===== config.mk =====
export PLATFORM = sky130hd
export DESIGN_NAME = atsb_front
export DESIGN_NICKNAME = d
export VERILOG_FILES = /design/src/sv/atsb_pkg.sv /design/src/sv/atsb_front.sv
export SDC_FILE = /design/constraint.sdc
export NUM_CORES = 2
export LEC_CHECK = 0
export ABC_CLOCK_PERIOD_IN_PS = 7700
export BUFFER_PORTS_ARGS = -buffer_cell sky130_fd_sc_hd__buf_2
export CAP_MARGIN = 40
export CORE_MARGIN = 5
export CORE_UTILIZATION = 50
export CTS_CLUSTER_DIAMETER = 30
export DETAILED_ROUTE_END_ITERATION = 10
export PLACE_DENSITY = 0.75
export SETUP_SLACK_MARGIN = 0.1
export SKIP_CTS_REPAIR_TIMING = 1
export SYNTH_ARGS = -nofsm -noshare
export SYNTH_HDL_FRONTEND = slang
export SYNTH_SLANG_ARGS = --single-unit

===== constraint.sdc =====
create_clock -name clock -period 7.7 [get_ports clock]
set_clock_uncertainty 0.1 [all_clocks]
set_input_delay 0.77 -clock clock [delete_from_list [all_inputs] [get_ports clock]]
set_output_delay 0.77 -clock clock [all_outputs]
set_load 0.05 [all_outputs]

===== src/sv/atsb_pkg.sv =====
// ----------------------------------------------------------------------------
// atsb_pkg
// Types, codes and helpers shared by the affine texture sample blend block.
// ----------------------------------------------------------------------------
package atsb_pkg;

   localparam int PixelBits   = 9;
   localparam int IndexBits   = 10;
   localparam int FracBits    = 16;
   localparam int AddrMaxBits = 16;

   localparam logic FUNC_LOAD  = 1'b0;
   localparam logic FUNC_PIXEL = 1'b1;

   typedef enum logic [2:0] {
      CSR_COEF_XX    = 3'd0,
      CSR_COEF_XY    = 3'd1,
      CSR_COEF_YX    = 3'd2,
      CSR_COEF_YY    = 3'd3,
      CSR_OFFSET_ROW = 3'd4,
      CSR_OFFSET_COL = 3'd5,
      CSR_BG_BLUE    = 3'd6
   } csr_index_type;

   typedef enum logic [1:0] {
      OP_LOAD = 2'd0,
      OP_HIT  = 2'd1,
      OP_MISS = 2'd2
   } op_type;

   typedef struct packed {
      logic [7:0] alpha;
      logic [7:0] blue;
      logic [7:0] green;
      logic [7:0] red;
   } texel_type;

   typedef struct packed {
      logic signed [31:0] coef_xx;
      logic signed [31:0] coef_xy;
      logic signed [31:0] coef_yx;
      logic signed [31:0] coef_yy;
      logic signed [31:0] offset_row;
      logic signed [31:0] offset_col;
      logic [7:0]         background_blue;
   } cfg_type;

   typedef struct packed {
      op_type                 op;
      logic [AddrMaxBits-1:0] addr;
      texel_type              texel;
   } entry_type;

   // floor(p / 255) for p <= 255*255
   function automatic logic [7:0] div255(input logic [15:0] p);
      logic [16:0] t;
      t = 17'(p) + 17'd1 + 17'(p[15:8]);
      return t[15:8];
   endfunction

endpackage


===== src/sv/atsb_front.sv =====
// ----------------------------------------------------------------------------
// atsb_front
// Accepts requests, maps pixels through the affine transform, classifies
// each request as load, hit or miss and forms the texture address.
// ----------------------------------------------------------------------------
module atsb_front #(
   parameter int TEX_SIZE   = 32,
   parameter int COORD_BITS = 9
) (
   input  logic                                clock,
   input  logic                                reset,
   input  atsb_pkg::cfg_type                   cfg,
   input  logic                                in_valid,
   output logic                                in_ready,
   input  logic                                in_func,
   input  logic [atsb_pkg::IndexBits-1:0]      in_index,
   input  atsb_pkg::texel_type                 in_texel,
   input  logic [atsb_pkg::PixelBits-1:0]      in_x,
   input  logic [atsb_pkg::PixelBits-1:0]      in_y,
   input  logic                                q_full,
   output logic                                push_valid,
   output atsb_pkg::entry_type                 push_entry
);

   localparam int XB = (COORD_BITS < atsb_pkg::PixelBits) ? COORD_BITS
                                                          : atsb_pkg::PixelBits;
   localparam int PW       = XB + 33;
   localparam int SW       = PW + 2;
   localparam int FB       = atsb_pkg::FracBits;
   localparam int RCW      = $clog2(TEX_SIZE);
   localparam int TexDepth = TEX_SIZE * TEX_SIZE;
   localparam int AW       = $clog2(TexDepth);

   logic adv;

   // stage 1: products
   logic signed [XB:0]              x_s, y_s;
   logic signed [PW-1:0]            p_xx_in, p_xy_in, p_yx_in, p_yy_in;
   logic signed [PW-1:0]            p_xx_ff, p_xy_ff, p_yx_ff, p_yy_ff;
   logic                            f1_valid_ff;
   logic                            f1_load_ff, f1_load_in;
   logic [atsb_pkg::IndexBits-1:0]  f1_index_ff;
   atsb_pkg::texel_type             f1_texel_ff;

   // stage 2: sums and range check
   logic signed [SW-1:0]            row_s, col_s;
   logic                            row_hit, col_hit, idx_ok;
   logic                            f2_valid_ff, f2_valid_in;
   atsb_pkg::op_type                f2_op_ff, f2_op_in;
   logic [RCW-1:0]                  f2_row_ff, f2_col_ff;
   logic [atsb_pkg::IndexBits-1:0]  f2_index_ff;
   atsb_pkg::texel_type             f2_texel_ff;

   // stage 3: address
   logic [AW-1:0]                   addr_in;
   logic                            f3_valid_ff;
   atsb_pkg::entry_type             f3_entry_ff, f3_entry_in;

   assign adv      = !f3_valid_ff || !q_full;
   assign in_ready = adv;

   assign x_s        = $signed({1'b0, in_x[XB-1:0]});
   assign y_s        = $signed({1'b0, in_y[XB-1:0]});
   assign p_xx_in    = x_s * cfg.coef_xx;
   assign p_xy_in    = x_s * cfg.coef_xy;
   assign p_yx_in    = y_s * cfg.coef_yx;
   assign p_yy_in    = y_s * cfg.coef_yy;
   assign f1_load_in = (in_func == atsb_pkg::FUNC_LOAD);

   assign row_s   = SW'(p_xx_ff) + SW'(p_yx_ff) + SW'(cfg.offset_row);
   assign col_s   = SW'(p_xy_ff) + SW'(p_yy_ff) + SW'(cfg.offset_col);
   assign row_hit = !row_s[SW-1] && (row_s[SW-2:FB] < (SW-1-FB)'(TEX_SIZE));
   assign col_hit = !col_s[SW-1] && (col_s[SW-2:FB] < (SW-1-FB)'(TEX_SIZE));
   assign idx_ok  = (32'(f1_index_ff) < 32'(TexDepth));

   always_comb begin
      f2_valid_in = f1_valid_ff && (!f1_load_ff || idx_ok);
      if (f1_load_ff) begin
         f2_op_in = atsb_pkg::OP_LOAD;
      end else if (row_hit && col_hit) begin
         f2_op_in = atsb_pkg::OP_HIT;
      end else begin
         f2_op_in = atsb_pkg::OP_MISS;
      end
   end

   always_comb begin
      if (f2_op_ff == atsb_pkg::OP_LOAD) begin
         addr_in = AW'(f2_index_ff);
      end else begin
         addr_in = AW'(f2_row_ff) * AW'(TEX_SIZE) + AW'(f2_col_ff);
      end
      f3_entry_in.op    = f2_op_ff;
      f3_entry_in.addr  = atsb_pkg::AddrMaxBits'(addr_in);
      f3_entry_in.texel = f2_texel_ff;
   end

   always_ff @(posedge clock) begin
      if (reset) begin
         f1_valid_ff <= 1'b0;
         f2_valid_ff <= 1'b0;
         f3_valid_ff <= 1'b0;
      end else if (adv) begin
         f1_valid_ff <= in_valid;
         f2_valid_ff <= f2_valid_in;
         f3_valid_ff <= f2_valid_ff;
      end
   end

   always_ff @(posedge clock) begin
      if (adv) begin
         p_xx_ff     <= p_xx_in;
         p_xy_ff     <= p_xy_in;
         p_yx_ff     <= p_yx_in;
         p_yy_ff     <= p_yy_in;
         f1_load_ff  <= f1_load_in;
         f1_index_ff <= in_index;
         f1_texel_ff <= in_texel;
         f2_op_ff    <= f2_op_in;
         f2_row_ff   <= row_s[FB +: RCW];
         f2_col_ff   <= col_s[FB +: RCW];
         f2_index_ff <= f1_index_ff;
         f2_texel_ff <= f1_texel_ff;
         f3_entry_ff <= f3_entry_in;
      end
   end

   assign push_valid = f3_valid_ff && !q_full;
   assign push_entry = f3_entry_ff;

endmodule


# --- Word-level counts from Yosys, hierarchy flattened ---
# Cells that the tools add are included.
word_totals:
  word_cells: 51
  out_inout_bits: 52
  regBits: 312
classes:
  n_mul: 4
  bitwise: 1
  add_sub_neg: 5
  n_mux: 2
  n_reduce_logical: 10
  n_lt_le_gt_ge: 2
op_table:
  columns: ["cell", "count"]
  rows:
  - ["$mul 10x32->42", 4]
  - ["$add 43x32->44", 2]
  - ["$add 42x42->43", 2]
  - ["$lt 27x6->1 const B", 2]
  - ["$add 10x5->10", 1]
  - ["$mux 10", 1]
  - ["$logic_and 1x1->1", 4]
  - ["$logic_not 1->1", 4]
  - ["$logic_not 2->1", 1]
  - ["$mux 2", 1]
  - ["$logic_or 1x1->1", 1]
  - ["$not 1->1", 1]

# --- Depth between registers and ports, before layout ---
depth:
  word_depth: 6
  ltp_mapped: 25
  ltp_nobuf: 22

# --- Worst setup path after synthesis ---
# Ideal clock, no wire load.
synth_timing:
  kind: "input to register"
  start: "in q_full"
  end: "reg f1_index_ff[0] in the netlist's numbering (enable)"
  t_arrival_ns: 5.983
  required_time_ns: 5.171
  cell_stages: 1
  setup_slack_ns: -0.812
  setup_ns: 2.429
  n_path_buf: 0
  path_cell_list: "nand2_1"
synth_between:
  elab_chain_len: 2
synth_lines:
  columns: ["item", "line", "source"]
  rows:
  - ["start, declared", "atsb_front.sv:20", "input logic q_full,"]
  - ["$logic_not 1->1", "atsb_front.sv:59", "assign adv = !f3_valid_ff || !q_full;"]
  - ["$logic_or 1x1->1", "atsb_front.sv:59", null]
  - ["end signal, assigned", "atsb_front.sv:117", "f1_index_ff <= in_index;"]
  - ["end, declared", "atsb_front.sv:42", "logic [atsb_pkg::IndexBits-1:0] f1_index_ff;"]
# Every way passes these cells.
# A chain may end at the register's enable or synchronous reset.

# --- Final worst setup path ---
layout_timing:
  start: "in in_x[4] in the netlist's numbering"
  end: "reg p_xx_ff[39] (data pin)"
layout_between:
  elab_chain_len: 1
layout_lines:
  columns: ["item", "line", "source"]
  rows:
  - ["start, declared", "atsb_front.sv:18", "input logic [atsb_pkg::PixelBits-1:0] in_x,"]
  - ["$mul 10x32->42", "atsb_front.sv:64", "assign p_xx_in = x_s * cfg.coef_xx;"]
  - ["named net p_xx_in[39]", "atsb_front.sv:38", "logic signed [PW-1:0] p_xx_in, p_xy_in, p_yx_in, p_yy_in;"]
  - ["end signal, assigned", "atsb_front.sv:112", "p_xx_ff <= p_xx_in;"]
  - ["end, declared", "atsb_front.sv:39", "logic signed [PW-1:0] p_xx_ff, p_xy_ff, p_yx_ff, p_yy_ff;"]
# The timed path passes the listed nets, and every way through them passes these cells.

==> metrics.txt <==
mux cell area share after synthesis less than 1%; Post-synth EDFFs just over 300; Post-Place Cells between 7k and 8k; Post-Syn Area per Cell approximately 9.5 sq um; r2r worst-path depth 11; largest family of logic cells by synthesized area adder cells; Num CTS Buffers 58; min-delay src in_index[9]; most frequent CP cell fa_1; Worst Hold End f1_index_ff[9]; share of cells above drive strength 1 8.406%; 1st-iter DRT viols 2393; DP HPWL roughly 120000 microns; Met2 Wirelength roughly 69000 microns; crit path time final 6.918 ns; Slew Limit Fails 0; clk sink count 312; CP Cell Sequence buf_2 -> nand2_1 -> fa_1 -> inv_1 -> fa_1 -> fa_1 -> fa_1 -> inv_1 -> fa_1 -> inv_1 -> ha_1 -> o21a_1 -> o21ai_0 -> a2111oi_0 -> o21ai_0 -> a31oi_1 -> a41o_1 -> a41o_1 -> a221oi_1 -> or4b_2 -> nand3_1; Overflow after GRT 0; uppermost routed layer met5; fin crit share between 80 and 90%; Vias roughly 40k; Worst EP arrival 7.25 ns; fmax around 140 MHz; Slew HR 35.89%; flop and latch count out of synthesis 312; largest net degree at the start of global routing 139; initial core utilization about half; most common cell after layout, fill and taps aside inv_1; die area between 100000 and 150000 sq um; Final #Nets 7753; antenna violations before repair 18; CP max FO 20; Avg Vias per Cell 5.428; complex-gate fraction of the synthesized area 8.089%; status finished, final reports clean; prevailing post-synth register cell edfxtp_1; insertion delay to the later sink of the worst-skew pair about 0.62 ns; # setup viols final 0; Die Ht between 300 and 400 microns; CP required about 8 ns; Synth Area in Adders around 47%; ys async rst share 0%; CTS root buf clkbuf_16; RSZ-0062 raised after global routing false; sequential area share after synthesis between 10% and 20%; worst path buffer plus inverter count 4; total core area approximately 110000 sq um; Clock Path Buffers 3; # rows 122; Final Non-Filler Cells approximately 7.6k; RR Startpoint p_yy_ff[26]; CP Launch Type input pin; First-pass DRT Iterations 6; Worst Tran Pin Value 0.9559 ns; Crit Path Category input pin to flop; TNS Setup 0 ns; Post-route DRC 0; MaxCap Viol Count 0; placed instance area a little under 60000 sq um; reg-to-reg endpoint f2_op_ff[1]; Die Wd roughly 340 microns; Final GP Congestion about 0.92; ANT nets after route 0; most frequent cells in the layout 1199 x inv_1, 1018 x fa_1, 829 x nand2_1, 485 x and2_1, 440 x ha_1; H-tree depth 2; IO Pins approximately 320; Worst Hold Depth 1; global-route wire length before repair ~230000 microns; slowest stage delay, CP between 0.6 and 0.7 ns; P&R area growth vs syn 9.178%; PortBufs between 300 and 400; Final Hold Fails 0; CP delay by family, top adder cells; Worst Hold Class input pin to flop; DR WL met3 9105 microns; total wire length 139800 microns; Syn Std Cell Area between 50000 and 60000 sq um; Critical Path Start in_x[4]; M1 WL 54750 microns; xor/xnor share of the synthesized area 2.811%; Critical Path End Type flop; clock slew at reported path FFs around 0.050 ns; WL per Instance roughly 18 microns; Slowest-stage cell, CP or4b_2; fin area around 60000 sq um; hold slack final 0.2248 ns; post-synthesis simple-gate area fraction 15.31%; Yosys cell types a little over 90; Synth warnings 0; CTS tree done; vias in the first global route around 44k; GRT Total Usage about a quarter; cell count after synthesis slightly below 6k; R2R setup slack 2.68 ns
==> cells in the mapped netlist (all sizes together), types with 56 or more instances <==
cell type	n	area, sq um
o21ai	129	649.4
ha	440	5505
and2	485	3034
xnor2	122	1069
inv	1199	4501
buf	73	314.0
clkbuf	169	634.4
edfxtp	309	9279
a21oi	218	1106
xor2	56	490.5
fa	1018	20380
nor2	149	559.3
a21o	85	640.6
nand3	58	290.3
nand2	834	3141
==> state kept, by name (all words and copies together) (netlist names) <==
register,count
p_yx_ff,42
f3_valid_ff,1
p_xx_ff,42
f1_index_ff,10
push_entry,44
f1_texel_ff,32
p_yy_ff,42
f1_load_ff,1
f2_texel_ff,32
f1_valid_ff,1
f2_valid_ff,1
f2_row_ff,5
f2_op_ff,2
f2_index_ff,10
f2_col_ff,5
p_xy_ff,42
==> worst register-to-register path, delay by kind of cell (launching register included) <==
kind / cells / cell delay [ns]
adders and majority gates: 2 / 0.89
DFF: 1 / 0.43
AOI/OAI and AO/OA: 4 / 1.33
and+or+nand+nor: 5 / 1.99
==> metrics by stage <==
stage	utilization, %	worst slack, ns
final	54.86	0.7818
after global routing	54.85	0.4024
after CTS	54.83	0.8440
after detailed placement	52.91	0.1911
after global placement	52.91	0.3161
after floorplan	-	0.7460
==> worst max-delay path by stage <==
stage,to,slack [ns],cells past startpoint
final,p_xx_ff[39],0.78,21
after global routing,p_yy_ff[41],0.40,21
after CTS,p_xx_ff[39],0.84,21
after detailed placement,p_xy_ff[39],0.19,21
after global placement,p_xy_ff[39],0.32,21
after floorplan,p_xx_ff[39],0.75,22
==> area by class of cell <==
| cell class | count | area [sq um] |
|---|---|---|
| inverter | 1199 | 4501 |
| clock buffer | 61 | 1463 |
| sequential | 312 | 9339 |
| tap | 1488 | 1862 |
| timing repair buffer | 351 | 2004 |
| antenna | 12 | 30.03 |
| clock inverter | 48 | 655.6 |
| multi-input combinational | 4108 | 40690 |
| fill | 9679 | 49820 |
==> cells by family after synthesis <==
kind of cell	count (synthesis)
buffers and inverters	1442
other	1
and+or+nand+nor	1756
DFF	312
xor gates and xnor gates	178
AOI/OAI and AO/OA	688
muxes	22
adders and majority gates	1458
==> routing by layer <==
metal	global-route usage, %	up-vias
met2	42.02	1309
met1	30.76	20877
met5	0	-
li1	-	18623
met3	3.311	319
met4	9.809	10
Power is left out: the tool's default activity adds up to more than one toggle a clock period on the data nets, which glitch-free logic cannot reach.
