File: config.mk
export PLATFORM = sky130hd
export DESIGN_NAME = atsb_fifo
export DESIGN_NICKNAME = d
export VERILOG_FILES = /design/src/sv/atsb_fifo.sv
export SDC_FILE = /design/constraint.sdc
export NUM_CORES = 1
export LEC_CHECK = 0
export ABC_AREA = 1
export BUFFER_PORTS_ARGS = -buffer_cell sky130_fd_sc_hd__buf_2
export CAP_MARGIN = 0
export CORE_MARGIN = 2
export CORE_UTILIZATION = 31
export CTS_CLUSTER_DIAMETER = 150
export DETAILED_ROUTE_END_ITERATION = 6
export GPL_TIMING_DRIVEN = 0
export PLACE_DENSITY = 0.53
export SYNTH_ARGS = -nofsm -noshare
export SYNTH_HDL_FRONTEND = slang
export SYNTH_SLANG_ARGS = --single-unit
File: constraint.sdc
create_clock -name clock -period 2.38 [get_ports clock]
set_clock_uncertainty 0.05 [all_clocks]
set_input_delay 0 -clock clock [delete_from_list [all_inputs] [get_ports clock]]
set_output_delay 0 -clock clock [all_outputs]
set_load 0.05 [all_outputs]
File: src/sv/atsb_fifo.sv
// ----------------------------------------------------------------------------
// atsb_fifo
// Short request queue between the front and back halves.
// ----------------------------------------------------------------------------
module atsb_fifo #(
   parameter int DEPTH = 4,
   parameter int WIDTH = 8
) (
   input  logic             clock,
   input  logic             reset,
   input  logic             push,
   input  logic [WIDTH-1:0] push_data,
   input  logic             pop,
   output logic [WIDTH-1:0] pop_data,
   output logic             not_empty,
   output logic             full
);

   localparam int PtrW = (DEPTH > 1) ? $clog2(DEPTH) : 1;
   localparam int CntW = $clog2(DEPTH + 1);

   logic [WIDTH-1:0] slot_ff [DEPTH];
   logic [PtrW-1:0]  wr_ptr_ff, wr_ptr_in;
   logic [PtrW-1:0]  rd_ptr_ff, rd_ptr_in;
   logic [CntW-1:0]  count_ff, count_in;
   logic             do_push, do_pop;

   assign not_empty = (count_ff != '0);
   assign full      = (count_ff == CntW'(DEPTH));
   assign do_push   = push && !full;
   assign do_pop    = pop && not_empty;
   assign pop_data  = slot_ff[rd_ptr_ff];

   always_comb begin
      wr_ptr_in = wr_ptr_ff;
      rd_ptr_in = rd_ptr_ff;
      count_in  = count_ff;
      if (do_push) begin
         wr_ptr_in = (wr_ptr_ff == PtrW'(DEPTH - 1)) ? '0 : wr_ptr_ff + 1'b1;
      end
      if (do_pop) begin
         rd_ptr_in = (rd_ptr_ff == PtrW'(DEPTH - 1)) ? '0 : rd_ptr_ff + 1'b1;
      end
      if (do_push && !do_pop) begin
         count_in = count_ff + 1'b1;
      end else if (do_pop && !do_push) begin
         count_in = count_ff - 1'b1;
      end
   end

   always_ff @(posedge clock) begin
      if (reset) begin
         wr_ptr_ff <= '0;
         rd_ptr_ff <= '0;
         count_ff  <= '0;
      end else begin
         wr_ptr_ff <= wr_ptr_in;
         rd_ptr_ff <= rd_ptr_in;
         count_ff  <= count_in;
      end
   end

   always_ff @(posedge clock) begin
      if (do_push) begin
         slot_ff[wr_ptr_ff] <= push_data;
      end
   end

endmodule

Word-level counts from Yosys, hierarchy flattened
Memories as Yosys holds them, arrays and structs flattened. A register that Yosys moved wholly into a read port is not among the register bits. Cells that the tools add are included.

Add/sub/neg operators: 4. Equal/unequal tests: 3. Muxes and demuxes: 8. Reductions and logical operators: 9.

Operator list (count): $mux 2 (4); $mux 3 (2); $add 2x1->2 const B (2); $eq 2x2->1 const B (2); $logic_and 1x1->1 (4); $add 3x1->3 const B (1); $eq 3x3->1 const B (1); $logic_not 1->1 (3); $reduce_bool 3->1 (1); $sub 3x1->3 const B (1); $mux 1 (2); $reduce_bool 2->1 (1).

Register bits: 7. Bits in writable memories: 32. Input bits: 12. Output and inout port bits: 10. Word-level logic and storage cells: 28. Memories: 1.

Memory list: slot_ff (depth 4, width 8, read ports 1, clocked after Yosys merged registers in 1, wr ports 1, line 22) `logic [WIDTH-1:0] slot_ff [DEPTH];`.

Logic depth before layout (Yosys ltp)
Gate-level depths: netlist of run 1.

Depth in word-level cells: 7. Mapped depth: 13.

Worst setup path after synthesis of run 1
OpenSTA, ideal clock, no wires.

Path type: reg-to-reg. From: reg count_ff[1]. To: reg count_ff[2]. Library setup time: 0.110 ns. Arrival: 1.722 ns. Slack: 0.498 ns. Cell stages (with the launch flop): 13. Path through: dfxtp_1 nor2_2 nand2_2 nand2_1 ha_1 inv_1 fa_1 inv_1 nand2_1 nand3_1 nand2_1 inv_1 nor2_1.

RTL lines: start: declaration (line 25) `logic [CntW-1:0] count_ff, count_in;`; start signal: assignment (line 59) `count_ff <= count_in;`; $reduce_bool 3->1 (*) (line 28) `assign not_empty = (count_ff != '0);`; named net not_empty (line 15) `output logic not_empty,`; $logic_and 1x1->1 (*) (line 31) `assign do_pop = pop && not_empty;`; $logic_not 1->1 (line 44) `if (do_push && !do_pop) begin`; $logic_and 1x1->1 (line 44); $mux 3 / $reduce_bool 2->1 (equally long branches).

The timed path passes the listed nets; every way through them passes the cells marked *. The select of a mux whose other input is x is not followed. A chain may end at the register's enable or synchronous reset.

Final worst setup path of run 1
From: reg count_ff[1]. To: reg count_ff[1].

RTL lines: $eq 3x3->1 (line 29) `assign full = (count_ff == CntW'(DEPTH));`; $logic_not 1->1 (line 30) `assign do_push = push && !full;`; $logic_and 1x1->1 (line 30); named net do_push (line 26) `logic do_push, do_pop;`; $logic_and 1x1->1 (line 44); $mux 3 (line 44); named net count_in[1] (line 25).

The timed path passes the listed nets, and every way through them passes these cells. The select of a mux whose other input is x is not followed.

==> results of run 1 <==
==> cells in the mapped netlist (all sizes together), types with 2 or more instances <==
cell	count	share of area
edfxtp	32	0.57
buf	2	0.013
inv	17	0.038
ha	6	0.044
a21oi	2	0.0059
o21ai	17	0.057
nand3b	2	0.0088
nor2	33	0.074
dfxtp	9	0.11
o22ai	8	0.029
nand2	14	0.035
==> state kept, by name (all words and copies together), names as in the netlist, named ones only <==
| signal | cells |
|---|---|
| count_ff | 3 |
| wr_ptr_ff | 2 |
| rd_ptr_ff | 2 |
| slot_ff | 32 |
==> worst reg2reg max path, cell delays in order, from the launching register on <==
cell     delay (ns)
dfxtp_1        0.35
nor2_2         0.17
nand2_2        0.10
nand2_2        0.14
inv_1          0.06
ha_1           0.21
inv_1          0.09
fa_1           0.41
o21ai_0        0.19
nor2_1         0.07
==> layer usage <==
layer / part of all wire / vias to the layer above
met4: 0.010 / 0
li1: - / 577
met5: 0 / -
met3: 0.052 / 5
met1: 0.44 / 557
met2: 0.50 / 31
==> layout make-up <==
| type | instances | area [um2] | share of cell area |
|---|---|---|---|
| clock buffers | 6 | 72.6 | 0.0344 |
| inverters | 17 | 63.8 | 0.0302 |
| repair buffers | 32 | 215 | 0.102 |
| multi-input cells | 86 | 473 | 0.224 |
| well taps | 70 | 87.6 | 0.0415 |
| clock inverters | 2 | 33.8 | 0.0160 |
| flip-flops and latches | 41 | 1140 | 0.541 |
| plain buffers | 2 | 22.5 | 0.0107 |
==> report_power, final <==
part | total, mW | switching, mW | leakage, nW | internal, mW
Clock | 0.532 | 0.222 | 0.0528 | 0.309
Sequential | 0.974 | 0.0855 | 0.368 | 0.889
Combinational | 1.01 | 0.732 | 0.418 | 0.279
Total | 2.52 | 1.04 | 0.839 | 1.48
==> metrics by stage <==
| step | area [um2] | power [mW] | utilization | setup slack [ns] | hold WS (ns) |
|---|---|---|---|---|---|
| after floorplan | 1700 | 1.74 | - | 0.498 | 0.0224 |
| after global placement | 1890 | 1.96 | 0.364 | 0.549 | 0.123 |
| after detailed placement | 1890 | 1.99 | 0.364 | 0.461 | 0.133 |
| after CTS | 2110 | 2.54 | 0.405 | 0.437 | 0.357 |
| after global routing | 2110 | 2.67 | 0.405 | 0.262 | 0.367 |
| final | 2110 | 2.52 | 0.405 | 0.447 | 0.362 |
==> worst max-delay path by stage <==
| stage | to | slack (ns) | cells past startpoint |
|---|---|---|---|
| floorplan | count_ff[2] | 0.50 | 12 |
| global placement | count_ff[1] | 0.55 | 9 |
| detailed placement | count_ff[1] | 0.46 | 9 |
| CTS | count_ff[1] | 0.44 | 9 |
| global route | count_ff[1] | 0.26 | 9 |
| finish | count_ff[1] | 0.45 | 9 |
==> logic make-up after synthesis <==
logic type      after synthesis  share of synthesized area
compound gates               27                     0.0920
xor+xnor                      1                    0.00515
fa+ha+maj                     7                     0.0559
buf+inv                      19                     0.0508
flops                        41                      0.671
simple gates                 51                      0.125
==> cell usage in the layout, fill, tap and decap left out, drive strengths merged, types with 2 or more instances in the layout <==
cell type and instances:
a21oi 2, buf 23, clkbuf 6, dfxtp 9
dlygate4sd3 11, edfxtp 32, ha 6, inv 17
nand2 14, nand3b 2, nor2 33, o21ai 17
o22ai 8
==> impl_metrics.py, run 1 <==
metrics = {
    "cts": {
        "cts_buffers": 5,
        "htreeDepth": 2,
        "cts_max_path_buffers": 2,
        "cts_hold_buf": 11,
        "cts_tree": "yes",
        "post_cts_buffers": 0,
        "clk_latency_ns": 0.29,
        "cts-resized-gates": 0,
        "cts_sinks": 41,
        "clk_pin_slew_ns": 0.07,
        "clockRootBuffer": "clkbuf_8",
    },
    "sta": {
        "hold_viol": 0,
        "fmax_mhz": 517,
        "maxSlewViolCount": 0,
        "rsz0062_at_grt": "false",
        "setup-tns-final_ns": 0,
        "layout_min_cycle_time_ns": 1.93,
        "slew_headroom": 0.444,
        "setup_viol": 0,
        "fin_crit_sh": 0.812,
        "worst_pin_slew_ns": 0.832,
    },
    "logic_synthesis": {
        "synth-seq-area-share": 0.671,
        "postSynthNetCount": 165,
        "synth_cells": 146,
        "ys_warn_count": 0,
        "syn_area_per_cell_um2": 11.6,
        "synth_seq_cells": 41,
        "synth_edf_count": 32,
        "syn-cell-area_um2": 1700,
        "synth-main-ff-cell": "edfxtp_1",
        "synthArstFlopShare": 0,
        "synth.distinct_cells": 20,
    },
    "place": {
        "io_buffer_count": 21,
        "dp.cells": 237,
        "hpwl_um": 2320,
        "gp_congestion": 0.698,
    },
    "detailed_routing": {
        "viasPerCell": 4.57,
        "totalWireLength_um": 3390,
        "drt_pass1_iterations": 4,
        "drc": 0,
        "wl_per_cell_um": 13.2,
        "ant_nets": 0,
        "first_iter_violations": 73,
        "vias": 1170,
    },
    "worst_setup_path": {
        "rr_startpoint": "count_ff[1]",
        "worst_r2r_endpoint": "count_ff[1]",
        "critPathKind": "register to register",
        "reg2reg_depth": 9,
        "worst-path-max-fanout": 7,
        "path_buf_inv": 2,
        "end_kind": "register",
        "slowest_delay_ns": 0.41,
        "cp.arrival_ns": 2.06,
        "cp_top_family": "adder cells",
        "cp_cell_sequence": "nor2_2, nand2_2, nand2_2, inv_1, ha_1, inv_1, fa_1, o21ai_0, nor2_1",
        "reg2reg_slack_ns": 0.45,
        "start_kind": "register",
        "cp-startpoint": "count_ff[1]",
        "worstPathRequired_ns": 2.51,
        "slowest_stage": "fa_1",
    },
    "grt": {
        "grt_start_max_net_pins": 13,
        "overflow": 0,
        "antenna_found_initial": 0,
        "top_usage_layer": "met2",
        "grtUsageMet1": 0.147,
        "grt_usage": 0.121,
        "met3_usage": 0.0241,
        "grt_pass1_vias": 1185,
        "grt_pass1_wl_um": 5640,
        "met2_usage": 0.210,
    },
    "die": {
        "die_h_um": 78.1,
        "start_util": 0.327,
        "core_area_um2": 5200,
        "dieArea_um2": 6090,
        "fp.dieW_um": 78.1,
        "num_rows": 26,
        "io_pins": 22,
    },
    "worst_hold_path": {
        "hold_path_class": "input port to register",
        "hp-start": "reset",
        "hold_end": "count_ff[0]",
        "min_delay_path_depth": 3,
    },
    "cells_and_area": {
        "fillers": 528,
        "area_growth_pct": 24.1,
        "fin_cells": 256,
        "antennaDiodeCount": 0,
        "drive_gt1_frac": 0.199,
        "num-nets-final": 204,
    },
    "power": {
        "leakage_nw": 0.839,
        "power.density_nw_per_um2": 1190,
        "peakVddDrop_mv": 0.531,
    },
    "run": {
        "maxCapViolations": 0,
    },
    "run_status": {
        "status": "completed",
    },
}
No activity file was read; power rests on OpenSTA's default activity.
==> run 2: changes to the inputs <==
==> constraint.sdc (replaced) <==
create_clock -name clock -period 1.87 [get_ports clock]
set_clock_uncertainty 0.05 [all_clocks]
set_input_delay 0 -clock clock [delete_from_list [all_inputs] [get_ports clock]]
set_output_delay 0 -clock clock [all_outputs]
set_load 0.05 [all_outputs]
==> run 2 against run 1 <==
Effect of this change:
- count of clock-buffer cells in the layout is 2 higher
- non-clock buffer count rose by 2
- register-to-register slack worse by 0.37 ns
- total power up 24%
- first-iteration DRC count rose by 16%
- cell area is 0.89% higher
- critical path depth is the same
- clock power up 0.9%
- routed wire length shrank 3.6%
- via count shrank 1.9%
- critical path type unchanged
- largest cell class unchanged
==> impl_metrics.py, run 2 (same netlist as run 1, synthesis figures left out) <==
metrics = {
    "cts": {
        "clk_pin_slew_ns": 0.07,
        "cts_buffers": 5,
        "htreeDepth": 2,
        "cts_sinks": 41,
        "clockRootBuffer": "clkbuf_8",
        "cts_tree": "yes",
        "clk_latency_ns": 0.28,
        "cts_max_path_buffers": 2,
    },
    "cells_and_area": {
        "final_core_utilization": 0.409,
        "area_growth_pct": 25.2,
        "layout_common_cells": "nor2_1, edfxtp_1, buf_2",
        "top_regs": "slot_ff (32), count_ff (3)",
        "largest_reg_flops": 32,
        "antennaDiodeCount": 0,
        "largest_register": "slot_ff",
        "fin_cells": 258,
        "drive_gt1_frac": 0.234,
        "num-nets-final": 206,
    },
    "worst_setup_path": {
        "slowest_delay_ns": 0.42,
        "path_buf_inv": 2,
        "cp_cell_sequence": "nor2_4, nand2_2, nand2_4, inv_1, ha_2, inv_2, fa_2, o21ai_1, nor2_1",
        "cp_top_family": "adder cells",
        "critPathKind": "register to register",
        "start_kind": "register",
        "worstPathRequired_ns": 2.00,
        "worst-path-max-fanout": 7,
        "slowest_stage": "fa_2",
        "cp.arrival_ns": 1.92,
        "end_kind": "register",
    },
    "detailed_routing": {
        "first_iter_violations": 85,
        "wl_per_cell_um": 12.7,
        "viasPerCell": 4.45,
        "drt_pass1_iterations": 4,
        "ant_nets": 0,
        "drc": 0,
        "vias": 1148,
        "totalWireLength_um": 3270,
    },
    "sta": {
        "rsz0062_at_grt": "false",
        "setup_viol": 0,
        "worst_pin_slew_ns": 0.796,
        "maxSlewViolCount": 0,
        "whs_ns": 0.354,
        "fin_crit_sh": 0.958,
        "hold_viol": 0,
        "finalWorstSetupSlack_ns": 0.0793,
        "slew_headroom": 0.468,
        "layout_min_cycle_time_ns": 1.79,
        "fmax_mhz": 558,
        "setup-tns-final_ns": 0,
    },
    "grt": {
        "met2_usage": 0.186,
        "grt_start_max_net_pins": 12,
        "met3_usage": 0.0391,
        "overflow": 0,
        "grtUsageMet1": 0.138,
        "grt_usage": 0.112,
        "top_usage_layer": "met2",
        "grt_pass1_wl_um": 5220,
        "grt_pass1_vias": 1143,
        "antenna_found_initial": 0,
    },
    "run": {
        "maxCapViolations": 0,
    },
    "power": {
        "power.density_nw_per_um2": 1470,
        "peakVddDrop_mv": 0.746,
        "leakage_nw": 0.839,
    },
    "place": {
        "post-place-ws_ns": -0.0958,
        "hpwl_um": 2180,
        "dp.cells": 237,
        "io_buffer_count": 21,
        "gp_congestion": 0.696,
    },
    "die": {
        "start_util": 0.327,
        "num_rows": 26,
        "core_area_um2": 5200,
        "dieArea_um2": 6090,
        "die_h_um": 78.1,
        "io_pins": 22,
        "fp.dieW_um": 78.1,
    },
    "worst_hold_path": {
        "hold_path_class": "input port to register",
    },
    "run_status": {
        "status": "completed",
    },
}
## run 2: changes by cell type in the layout (fill, tap and decap cells not counted), sizes merged
| cell | previous run | this run |
|---|---|---|
| bufinv | 1 | 0 |
| clkbuf | 6 | 8 |
| clkinv | 1 | 0 |
| buf | 23 | 25 |
## run 2: through the flow
step                instance area, um2  total power, mW
floorplan                         1710             2.22
global placement                  1900             2.50
detailed placement                1900             2.54
CTS                               2100             3.12
global route                      2130             3.33
finish                            2130             3.13
## run 2: worst paths after layout
check | start | to | slack [ns] | cells after the start
setup reg to reg | count_ff[1] | count_ff[1] | 0.08 | 9
hold reg to reg | count_ff[1] | count_ff[1] | 0.48 | 2
hold / removal | reset | count_ff[0] | 0.35 | 3
setup / recovery | count_ff[1] | count_ff[1] | 0.08 | 9
## run 2: layer usage
layer  vias to the layer above  share of wire
met2                        24           0.50
met3                         5          0.042
met4                         0          0.011
li1                        578              -
met1                       541           0.45
met5                         -              0
## run 2: cell type report
cell class,count,area [um2]
buffer,2,22.5
inverter,17,63.8
clock buffer,8,80.1
fill,513,3080
sequential,41,1150
timing repair buffer,34,230
tap,70,87.6
multi-input combinational,86,495
## run 2: tightest hold or removal path, stage by stage
cell,delay (ns)
dlygate4sd3_1,0.52
buf_2,0.10
nor2_1,0.04
## run 2: report_power, final
group          switching, mW  internal, mW  leakage, nW
registers              0.103          1.14        0.369
clock network          0.272         0.265       0.0395
logic                  0.952         0.394        0.431
## run 2: repair_timing
item	CTS	global route
endpoints found under the setup margin	2	2
gates resized for setup	4	7
buffers inserted	0	2
hold buffers	11	0
gates cloned	0	0
hold endpoints to repair	36	0
==> run 3: changes to the inputs <==
--- a/config.mk
+++ b/config.mk
@@ -8,12 +8,14 @@
 export ABC_AREA = 1
 export BUFFER_PORTS_ARGS = -buffer_cell sky130_fd_sc_hd__buf_2
 export CAP_MARGIN = 0
+export CELL_PAD_IN_SITES_DETAIL_PLACEMENT = 1
+export CELL_PAD_IN_SITES_GLOBAL_PLACEMENT = 1
 export CORE_MARGIN = 2
 export CORE_UTILIZATION = 31
 export CTS_CLUSTER_DIAMETER = 150
 export DETAILED_ROUTE_END_ITERATION = 6
 export GPL_TIMING_DRIVEN = 0
-export PLACE_DENSITY = 0.53
+export PLACE_DENSITY = 0.62
 export SYNTH_ARGS = -nofsm -noshare
 export SYNTH_HDL_FRONTEND = slang
 export SYNTH_SLANG_ARGS = --single-unit
==> run 3 against run 2 <==
Effect of this change:
- first-iteration DRC count fell by 3.5%
- core utilization up 1.1 points
- global-route usage increased by 1.5 points
- total power rose by 7.5%
==> impl_metrics.py, run 3 (same netlist as run 1, synthesis figures left out) <==
metrics = {
    "worst_setup_path": {
        "rr_startpoint": "count_ff[0]",
        "crit_end": "count_ff[1]",
        "slowest_delay_ns": 0.43,
        "crit_top_cell": "nand2_4",
        "critPathKind": "register to register",
        "start_kind": "register",
        "cp.arrival_ns": 1.89,
        "worst-path-max-fanout": 6,
        "end_kind": "register",
        "cp-startpoint": "count_ff[0]",
        "worst_r2r_endpoint": "count_ff[1]",
        "worst-path-stages": 9,
        "path_buf_inv": 2,
        "reg2reg_depth": 9,
        "worstPathRequired_ns": 2.00,
        "slowest_stage": "fa_2",
        "cp_cell_sequence": "nor2_4, nand2_4, nand2_4, inv_1, ha_4, inv_2, fa_2, o21ai_2, nor2_1",
        "cp_top_family": "adder cells",
        "reg2reg_slack_ns": 0.11,
    },
    "cts": {
        "cts_tree": "yes",
        "cts_sinks": 41,
        "htreeDepth": 2,
        "cts_buffers": 5,
        "clockRootBuffer": "clkbuf_8",
        "clk_pin_slew_ns": 0.07,
        "clk_latency_ns": 0.29,
        "cts_max_path_buffers": 2,
    },
    "cells_and_area": {
        "fillers": 591,
        "antennaDiodeCount": 0,
        "top_regs": "slot_ff (32), count_ff (3)",
        "design_area_um2": 2190,
        "num-nets-final": 207,
        "regArea_um2": 1150,
        "largest_reg_flops": 32,
        "largest_register": "slot_ff",
        "layout_common_cells": "nor2_1, edfxtp_1, buf_2",
        "area_growth_pct": 28.6,
        "drive_gt1_frac": 0.254,
        "multi_input_area_um2": 514,
    },
    "sta": {
        "hold_viol": 0,
        "rsz0062_at_grt": "false",
        "setup_viol": 0,
        "layout_min_cycle_time_ns": 1.76,
        "slew_headroom": 0.417,
        "fmax_mhz": 569,
        "fin_crit_sh": 0.940,
        "worst_pin_slew_ns": 0.871,
        "setup-tns-final_ns": 0,
        "maxSlewViolCount": 0,
    },
    "detailed_routing": {
        "vias": 1179,
        "viasPerCell": 4.55,
        "ant_nets": 0,
        "highest_layer": "met4",
        "drt_pass1_iterations": 4,
        "wl_met1_um": 1550,
        "drc": 0,
        "totalWireLength_um": 3620,
        "route.met3.wl_um": 121,
        "first_iter_violations": 82,
        "wl_per_cell_um": 14.0,
        "dr_wl_met2_um": 1870,
    },
    "grt": {
        "grt_start_max_net_pins": 14,
        "antenna_found_initial": 0,
        "grt_pass1_wl_um": 5820,
        "grt_pass1_vias": 1216,
        "grt_usage": 0.128,
        "overflow": 0,
    },
    "die": {
        "num_rows": 26,
        "die_h_um": 78.1,
        "core_area_um2": 5200,
        "dieArea_um2": 6090,
        "io_pins": 22,
        "fp.dieW_um": 78.1,
        "start_util": 0.327,
    },
    "run_status": {
        "status": "completed",
    },
    "place": {
        "gp_congestion": 0.723,
        "io_buffer_count": 21,
        "placed_cell_area_um2": 1900,
        "hpwl_um": 2520,
    },
    "worst_hold_path": {
        "hold_path_class": "input port to register",
    },
    "power": {
        "peakVddDrop_mv": 0.555,
        "leakage_nw": 0.869,
        "power.density_nw_per_um2": 1540,
    },
    "run": {
        "maxCapViolations": 0,
    },
}
run 3: what timing repair did:
action	CTS	global route
cloned	0	0
setup buffers	0	3
gates resized for setup	5	9
setup endpoints to repair	2	10
hold endpoints to repair	36	0
pin swaps	0	3
hold buffers	11	0
run 3: cell type report:
type	instances	share of cell area
sequential	41	0.525
buffer	2	0.0103
timing repair buffer	35	0.109
clock inverter	2	0.0177
inverter	17	0.0292
multi-input combinational	86	0.235
tap	70	0.0401
clock buffer	6	0.0332
run 3: power breakdown:
part | leakage [nW] | internal (mW) | switching, mW
clock network | 0.0554 | 0.401 | 0.301
registers | 0.369 | 1.14 | 0.113
logic | 0.444 | 0.424 | 0.985
total | 0.869 | 1.96 | 1.40
run 3: worst min-delay path, delay by kind of cell:
kind	cells	cell delay [ns]
buffers and inverters	2	0.63
and+or+nand+nor	1	0.04
run 3: worst min-delay path by stage:
stage	startpoint	end	slack (ns)	cells past startpoint
2_1_floorplan	reset	count_ff[0]	0.02	1
3_3_place_gp	reset	count_ff[0]	0.12	2
3_5_place_dp	reset	count_ff[0]	0.13	2
4_1_cts	reset	count_ff[0]	0.35	3
5_1_grt	reset	count_ff[0]	0.36	3
6_report	reset	count_ff[0]	0.36	3
run 3: per-layer routing:
layer,vias to the layer above,track usage
li1,585,-
met1,569,0.152
met2,18,0.217
met3,7,0.0391
met4,0,0.0491
met5,-,0
run 3: per-stage QoR:
| step | std cells | utilization | setup slack, ns | total power, mW | hold slack, ns |
|---|---|---|---|---|---|
| after floorplan | 146 | - | 0.0547 | 2.22 | 0.0224 |
| after global placement | 237 | 0.365 | -0.0413 | 2.51 | 0.124 |
| after detailed placement | 237 | 0.365 | -0.118 | 2.57 | 0.130 |
| after CTS | 256 | 0.410 | 0.0141 | 3.31 | 0.353 |
| after global routing | 259 | 0.420 | 0.00442 | 3.56 | 0.358 |
| final | 259 | 0.420 | 0.112 | 3.36 | 0.359 |
